<file path="config.mk">
export PLATFORM = sky130hd
export DESIGN_NAME = mbrs_ram
export DESIGN_NICKNAME = d
export VERILOG_FILES = /design/src/design/mbrs_ram.sv
export SDC_FILE = /design/constraint.sdc
export NUM_CORES = 2
export LEC_CHECK = 0
export BUFFER_PORTS_ARGS = -buffer_cell sky130_fd_sc_hd__buf_4
export CORE_MARGIN = 3
export CORE_UTILIZATION = 36
export DETAILED_ROUTE_END_ITERATION = 16
export PLACE_DENSITY = 0.49
export SLEW_MARGIN = 0
export SYNTH_ARGS = -nofsm -noshare
export SYNTH_HDL_FRONTEND = slang
export SYNTH_SLANG_ARGS = --single-unit
</file>
<file path="constraint.sdc">
create_clock -name clk -period 3.9 [get_ports clk]
set_input_delay 1.17 -clock clk [delete_from_list [all_inputs] [get_ports clk]]
set_output_delay 1.17 -clock clk [all_outputs]
set_load 0.02 [all_outputs]
</file>
<file path="src/design/mbrs_ram.sv">
// generic single-port-write, single-port-read ram with registered read
`default_nettype none
module mbrs_ram #(
  parameter int WIDTH = 8,
  parameter int DEPTH = 256
) (
  input  wire logic                     clk,
  input  wire logic                     we,
  input  wire logic [$clog2(DEPTH)-1:0] waddr,
  input  wire logic [WIDTH-1:0]         wdata,
  input  wire logic                     re,
  input  wire logic [$clog2(DEPTH)-1:0] raddr,
  output logic [WIDTH-1:0]              rdata
);
  logic [WIDTH-1:0] mem [DEPTH];

  // write port and registered read port, read holds when re is low
  always_ff @(posedge clk) begin
    if (we) begin
      mem[waddr] <= wdata;
    end
    if (re) begin
      rdata <= mem[raddr];
    end
  end
endmodule
`default_nettype wire

</file>
==> results_dict.tcl <==
set metrics [dict create \
    status "completed" \
    synth_area_per_cell_um2 21.33 \
    r2r_end "rdata[5]$_DFFE_PP_" \
    drt_iter0_markers 4156 \
    cp_top_family "simple AND/OR/NAND/NOR gates" \
    worstMarginPinSlew_ns 1.273 \
    fmax_mhz 264.5 \
    cp.arrival_ns 4.33 \
    clock_latency_ns 0.84 \
    cpMaxStageDelayCell "nor3_1" \
    clk_pin_slew_worst_paths_ns 0.06 \
    numClockSinks 2056 \
    fin_hold_ws_ns 0.7010 \
    hpwl_um 142600 \
    vias 40090 \
    core_area_um2 219700 \
    slew_headroom 0.1434 \
    required_ns 4.45 \
    final_area_um2 94340 \
    dr.pass1.iters 5 \
    finClkSkew_ns 0.03512 \
    crit_path_frequent_cell "buf_12" \
    antenna_found_initial 10 \
    syn_area_um2 79640 \
    row_count 172 \
    syn_to_final_growth_pct 18.46 \
    hold_depth 1 \
    path_buf_inv 3 \
    drc_errors 0 \
    min_period_over_period 0.9693 \
    drtAntennaViolNets 0 \
    yosysSeqAreaShare 0.7753 \
    cts_setup_buffers 0 \
    crit_fanout 19 \
    ys.warnings.count 0 \
    ctsLongestPathBuffers 3 \
    worstRegToRegCells 6 \
    path_cells "buf_8 -> buf_12 -> buf_12 -> mux4_2 -> a22o_1 -> a221oi_1 -> o32ai_1 -> nor3_1 -> nor4_1" \
    hold_viol 0 \
    clockRootBuffer "clkbuf_16" \
    fp.dieW_um 476.3 \
    place.gp.congestion 0.8089 \
    synth-edff-count 2056 \
    crit_type "input pin to flip-flop" \
    rsz0062_at_grt "false" \
    crit_path_start_kind "input pin" \
    holdPathEnd "rdata[6]$_DFFE_PP_" \
    period_needed_ns 3.780 \
    final_net_count 4381 \
    place_area_um2 87650 \
    yosysTopAreaCell "edfxtp_1" \
    portBuffers 34 \
    io-pin-count 35 \
    slowest_delay_ns 0.86 \
    place_inst 7099 \
    drive_above_1_share 0.3138 \
    synthCells 3733 \
    dieArea_um2 226900 \
    start_util 0.3624 \
    r2r_start "mem[211][5]$_DFFE_PP_" \
    ys_types 54 \
    numCtsBuffers 211 \
    finalNonFillerCells 7485 \
    grt_max_degree 94 \
    reg2reg_setup_slack_ns 0.84 \
    finalWirelength_um 219600 \
    grt.overflow.total 0 \
    synth.area.top_cells "edfxtp_1 (78%), mux4_2 (13%), mux2i_1 (1.7%)" \
    htreeDepth 4 \
    hp-class "input pin to flip-flop" \
    critPathCaptureType "flip-flop" \
    leakage_nw 30.10 \
    cap_violations 0 \
    die_h_um 476.3 \
    grt_pass1_wl_um 315400 \
    synthArstFlopShare 0 \
    pre_cts_ws_ns -0.8529 \
    netlist.area_leader.share 0.7753 \
    grt_pass1_vias 41260 \
    synth-seq-cells 2056 \
    wire_per_inst_um 29.34 \
    drv_slew 0 \
    cts_tree "built" \
    track_usage 0.1923 \
    report.final.setup_viol 0 \
    fin_util 0.4293 \
    fillCellCount 19020 \
    ys.flop_type "edfxtp_1" \
    synth_nets 3760 \
    setup_ws_ns 0.1199 \
    routed_via_density 5.356 \
    powerDensity_nw_per_um2 493.9 \
    hp-start "re" \
    ir_worst_vdd_uv 397.4 \
]
layout by cell type, fill, tap and decap left out, types with 5 or more instances in the layout:
cell / synthesis / routed
o21ai_0: 10 / 10
clkbuf_1: 111 / 43
nor2b_1: 31 / 28
o221ai_1: 46 / 46
a211oi_1: 16 / 16
buf_4: 27 / 568
buf_8: 13 / 10
o22a_1: 5 / 5
o22ai_1: 28 / 28
o211ai_1: 10 / 10
mux4_2: 454 / 454
clkinv_1: 1 / 48
edfxtp_1: 2056 / 2056
and2_1: 6 / 5
nor2_1: 282 / 279
nand2_1: 33 / 33
nand4_1: 10 / 10
mux2i_1: 134 / 134
clkbuf_16: 0 / 216
nor4_2: 3 / 6
a221oi_1: 13 / 13
nand3_1: 34 / 28
buf_12: 8 / 62
nor3_1: 22 / 21
clkinvlp_4: 0 / 8
a22o_1: 8 / 8
nand2b_1: 8 / 8
a21oi_1: 96 / 96
nand3_2: 0 / 6
clkinv_2: 0 / 42
bufinv_16: 0 / 17
nor4_1: 24 / 21
a22oi_1: 133 / 133
Yosys cell counts (3+ instances only):
master	number
a22o_1	8
buf_6	21
mux4_2	454
a22oi_1	133
nor2b_1	31
buf_1	22
o211ai_1	10
mux2i_1	134
nor4_1	24
nor2_1	282
o22a_1	5
a221oi_1	13
buf_12	8
buf_2	31
o21ai_0	10
and2_1	6
a21oi_1	96
buf_4	27
o221ai_1	46
a211oi_1	16
o22ai_1	28
edfxtp_1	2056
clkbuf_1	111
nor4_2	3
nand4_1	10
buf_8	13
nor3_1	22
or2_2	4
nand3_1	34
nand2b_1	8
o32ai_1	4
nand2_1	33
sequential cells by signal (all words and copies together), names as in the netlist:
register,count
mem,2048
rdata,8
per-stage QoR:
stage / power (mW) / setup TNS, ns
after floorplan: 26.05 / 0
after global placement: 27.46 / -6.725
after detailed placement: 27.48 / -4.585
after CTS: 47.11 / 0
after global routing: 48.12 / 0
final: 46.59 / 0
power breakdown:
| part | switching, mW | internal, mW | total [mW] | leakage, nW |
|---|---|---|---|---|
| combinational | 1.58 | 0.981 | 2.56 | 8.35 |
| clock | 8.40 | 11.2 | 19.6 | 3.26 |
| sequential | 0.0339 | 24.4 | 24.4 | 18.5 |
| total | 10.0 | 36.6 | 46.6 | 30.1 |
cell type report:
cell class | count | area [um2] | area share
multi-input combinational | 1442 | 16550 | 0.1754
clock buffer | 259 | 5567 | 0.05901
inverter | 2 | 7.507 | 0.00007958
antenna | 2 | 5.005 | 0.00005305
timing repair buffer | 641 | 5660 | 0.06000
sequential | 2056 | 61740 | 0.6544
tap | 2958 | 3701 | 0.03923
clock inverter | 125 | 1112 | 0.01179
how the worst max path moves through the flow:
| stage | from | endpoint | cells past startpoint |
|---|---|---|---|
| 5_1_grt | raddr[1] | rdata[7]$_DFFE_PP_ | 10 |
| 4_1_cts | raddr[0] | rdata[4]$_DFFE_PP_ | 10 |
| 3_5_place_dp | raddr[0] | rdata[4]$_DFFE_PP_ | 10 |
| 6_report | raddr[0] | rdata[5]$_DFFE_PP_ | 9 |
| 2_1_floorplan | raddr[0] | rdata[2]$_DFFE_PP_ | 9 |
| 3_3_place_gp | raddr[0] | rdata[0]$_DFFE_PP_ | 9 |
cells by family after synthesis:
logic type	after synthesis	synth area share
flops	2056	0.7753
mux	591	0.1460
simple gates	466	0.02625
compound gates	385	0.03416
buf+inv	235	0.01829
layer usage:
layer	vias up	global-route usage	routed length (um)
met5	-	0	0
met4	0	0.04544	4781
met3	260	0.03106	12110
met2	1223	0.3047	104600
met1	21630	0.2796	98060
li1	16980	-	-
repair_timing:
item / 4_1_cts / 5_1_grt
resized for setup: 0 / 1
endpoints found under the setup margin: 0 / 1
hold buffers: 0 / 0
Power figures use the tool's default switching activity.
