File: config.mk
export PLATFORM = sky130hd
export DESIGN_NAME = mbrs_cfg
export DESIGN_NICKNAME = d
export VERILOG_FILES = /design/src/design/mbrs_pkg.sv /design/src/design/mbrs_cfg.sv
export SDC_FILE = /design/constraint.sdc
export NUM_CORES = 1
export LEC_CHECK = 0
export BUFFER_PORTS_ARGS = -buffer_cell sky130_fd_sc_hd__clkbuf_2
export CAP_MARGIN = 20
export CORE_ASPECT_RATIO = 0.5
export CORE_MARGIN = 2
export CORE_UTILIZATION = 26
export CTS_CLUSTER_SIZE = 20
export DETAILED_ROUTE_END_ITERATION = 8
export PLACE_DENSITY = 0.5
export SLEW_MARGIN = 25
export SYNTH_ARGS = -nofsm -noshare
export SYNTH_HDL_FRONTEND = slang
export SYNTH_SLANG_ARGS = --single-unit
File: constraint.sdc
create_clock -name clk -period 1.85 [get_ports clk]
set_input_delay 0.2775 -clock clk [delete_from_list [all_inputs] [get_ports clk]]
set_output_delay 0.2775 -clock clk [all_outputs]
set_load 0.02 [all_outputs]
File: src/design/mbrs_pkg.sv
// shared constants and types for the rotating bitmap sampler
`default_nettype none
package mbrs_pkg;
  localparam int SOURCE_BYTES_DEF  = 16384;
  localparam int FRACTION_BITS_DEF = 10;

  typedef enum logic [1:0] {
    MODE_GENERAL = 2'd0,
    MODE_R90     = 2'd1,
    MODE_R180    = 2'd2,
    MODE_R270    = 2'd3
  } mode_t;

  typedef enum logic [2:0] {
    REG_MODE   = 3'd0,
    REG_TRANS  = 3'd1,
    REG_WIDTH  = 3'd2,
    REG_HEIGHT = 3'd3,
    REG_COS    = 3'd4,
    REG_SIN    = 3'd5,
    REG_CX     = 3'd6,
    REG_CY     = 3'd7
  } reg_index_t;

  localparam int CFG_DATA_W = 12;
  localparam logic CMD_LOAD   = 1'b0;
  localparam logic CMD_SAMPLE = 1'b1;

  // configuration bundle handed to the pipeline
  typedef struct packed {
    mode_t              mode;
    logic               trans;
    logic [7:0]         width;
    logic [7:0]         height;
    logic signed [11:0] cos_v;
    logic signed [11:0] sin_v;
    logic signed [9:0]  cx;
    logic signed [9:0]  cy;
  } cfg_t;
endpackage
`default_nettype wire

File: src/design/mbrs_cfg.sv
// configuration register file
`default_nettype none
module mbrs_cfg
  import mbrs_pkg::*;
(
  input  wire logic                  clk,
  input  wire logic                  rst,
  input  wire logic                  cfg_we,
  input  wire logic [2:0]            cfg_index,
  input  wire logic [CFG_DATA_W-1:0] cfg_data,
  output cfg_t                       cfg
);
  // register writes, reset to the defaults below
  always_ff @(posedge clk) begin
    if (rst) begin
      cfg.mode   <= MODE_GENERAL;
      cfg.trans  <= 1'b0;
      cfg.width  <= 8'd1;
      cfg.height <= 8'd1;
      cfg.cos_v  <= 12'sd1024;
      cfg.sin_v  <= 12'sd0;
      cfg.cx     <= 10'sd0;
      cfg.cy     <= 10'sd0;
    end else if (cfg_we) begin
      case (reg_index_t'(cfg_index))
        REG_MODE:   cfg.mode   <= mode_t'(cfg_data[1:0]);
        REG_TRANS:  cfg.trans  <= cfg_data[0];
        REG_WIDTH:  cfg.width  <= cfg_data[7:0];
        REG_HEIGHT: cfg.height <= cfg_data[7:0];
        REG_COS:    cfg.cos_v  <= cfg_data;
        REG_SIN:    cfg.sin_v  <= cfg_data;
        REG_CX:     cfg.cx     <= cfg_data[9:0];
        REG_CY:     cfg.cy     <= cfg_data[9:0];
        default: ;
      endcase
    end
  end
endmodule
`default_nettype wire

==> metrics.txt <==
post-CTS resize count=0; router iterations before antenna repair=2; Slew Limit Fails=0; multi-input logic area=approximately 1200 sq um; Critical R2R Capture=cfg[38]; first-pass GRT wire length=9908 um; RR Startpoint=cfg[38]; Port Buffers=80; core area=approximately 9400 sq um; DR vias/cell=4.116; setup_tns=0 ns; final cell count without fillers=450; CTS sink count=63; Routed WL per cell=~15 um; CTS clk-pin slew, worst paths=0.05 ns; critical path, cell by cell=clkbuf_2; Top Ports=81; P&R area growth vs syn=33.83%; outcome=finished clean; final hold violation count=0; largest registers=cfg x63; Reg with most FFs=cfg; placed cell area=between 3000 and 4000 sq um; number of synthesis warnings=0; number of synthesized register bits=63; max reg flops=63; critical path class=reg -> out; worst vdd ir=approximately 410 uV; Layout Cell Area excl Fill=approximately 3400 sq um; DR vias=1852; P_leak=1.680 nW; share of cells above drive strength 1=0.3302; final net count=roughly 330; path depth of the worst reg2reg path=2; Die ar.=around 11000 sq um; Max stage delay on crit path=0.38 ns; Die Wd=143.0 um; Rows=25; clk buf depth=2; filler instances=about 950; final worst path period share=0.6346; vias in the first global route=between 1500 and 2000; Post-Syn Area=between 2000 and 3000 sq um; largest net degree at the start of global routing=29; DP Worst Slack=around 0.38 ns; total CTS buffers=9; Slew @ Worst Pin=between 0.4 and 0.5 ns; Post-synth EDFFs=0; Yosys top cell by area=dfxtp_1; GP Congestion=around 0.72; family with the most delay on the worst path=flip-flops; worst path bufs/invs=1; Peak Freq=851.8 MHz; Post-synth top flop=dfxtp_1; Starting DRT DRC Count=54; DP HPWL=~4700 um; mean post-synth cell area=about 11 sq um; Clock H-tree levels=3; Die Ht=73.49 um; endpoints failing setup=0; total gr overflow=0; largest fanout on the critical path=2; post-synthesis cell type count=14; # hold bufs at CTS=0; Starting Density=0.2667; MaxCap Viol Count=0; Worst slew margin=0.6826; Post-Synthesis Net Count=~240; crit start category=flop; DP Cell Count=around 430; Crit. End Element=primary output; CTS tree=yes; Synth top cells by count=72 x nand2b_1, 63 x dfxtp_1, 63 x mux2i_1; Clock Latency Late Sink=roughly 0.33 ns; cell with the most instances after synthesis=nand2b_1; setup ws final=between 0.6 and 0.7 ns; Setup crit end=cfg[51]; postcts setup bufs=0; Synth area leaders=dfxtp_1 50%, mux2i_1 25%, nand2b_1 18%; WP depth=1; Worst Path Arrival=approximately 0.90 ns; share of the synthesized area in the top cell type=0.5022; cell count after synthesis=225; Req. time, crit path=approximately 1.6 ns; Remaining DRCs=0; RSZ-0062 raised after global routing=false; pwr/cell area=952.3 nW/um^2; Min Clock Period, post-route=1.174 ns; Global Route Usage Sum=0.1288; Fin Hold WS=0.2086 ns; root buffer cell=clkbuf_16; FFs w/ async S/R, synth=0; Setup Skew=0 ns; internal reg-to-reg setup slack=between 1 and 1.5 ns; post-synthesis sequential area ratio=0.5022; min-delay worst type=in -> reg; Worst Setup SP=cfg[51]; final wirelength=6594 um; Final ANT Viol Nets=0; initial antenna violation count=0; FF+latch area=1261 sq um; Critical-path top delay cell=dfxtp_1; diode count=0
## cells by family (layout without fill, tap and decap cells)
| group | after synthesis | count (layout) | share of synthesized area |
|---|---|---|---|
| multiplexers | 63 | 63 | 0.2511 |
| AND/OR/NAND/NOR | 85 | 85 | 0.2187 |
| flip-flops | 63 | 63 | 0.5022 |
| buffers and inverters | 14 | 104 | 0.02790 |
## how the worst min path moves through the flow
stage	startpoint	end	slack, ns	cells past startpoint
after floorplan	cfg_data[10]	cfg[30]	0.43	2
after global placement	cfg[43]	cfg[43]	0.46	2
after detailed placement	cfg[32]	cfg[32]	0.47	2
after CTS	cfg_data[10]	cfg[30]	0.20	3
after global routing	cfg_data[10]	cfg[30]	0.21	3
final	cfg_data[10]	cfg[30]	0.21	3
## power by group
| part | leakage [nW] | switching (mW) | internal, mW |
|---|---|---|---|
| clock network | 0.136 | 0.582 | 0.974 |
| logic | 1.03 | 0.136 | 0.101 |
| registers | 0.510 | 0.0185 | 1.39 |
| total | 1.68 | 0.736 | 2.46 |
## final cells by class
type	count	area share
Clock buffer	13	0.07744
Clock inverter	3	0.005212
Multi-Input combinational cell	148	0.3511
Sequential cell	63	0.3753
Tap cell	135	0.05026
Timing Repair Buffer	88	0.1407
## routing by layer
layer,up-vias,part of all wire,GRT usage
li1,925,-,-
met1,885,0.48,0.1665
met2,31,0.46,0.1956
met3,11,0.048,0.05150
met4,0,0.013,0.04620
met5,-,0,0
## through the flow
step | utilization | power, mW
after floorplan | - | 1.579
after global placement | 0.3274 | 1.672
after detailed placement | 0.3274 | 1.676
after CTS | 0.3569 | 3.251
after global routing | 0.3569 | 3.322
final | 0.3569 | 3.200
## layout by cell type (no fill, tap or decap)
master       n
and4bb_2     1
buf_12       1
buf_4        7
clkbuf_1     2
clkbuf_16    9
clkbuf_2    80
clkbuf_8     2
clkinv_2     2
clkinvlp_4   1
dfxtp_1     63
mux2i_1     63
nand2b_1    72
nand4_1      1
nand4b_1     3
nand4bb_1    1
nor2_1       5
nor4bb_1     1
or4b_4       1
Power figures use the tool's default switching activity.
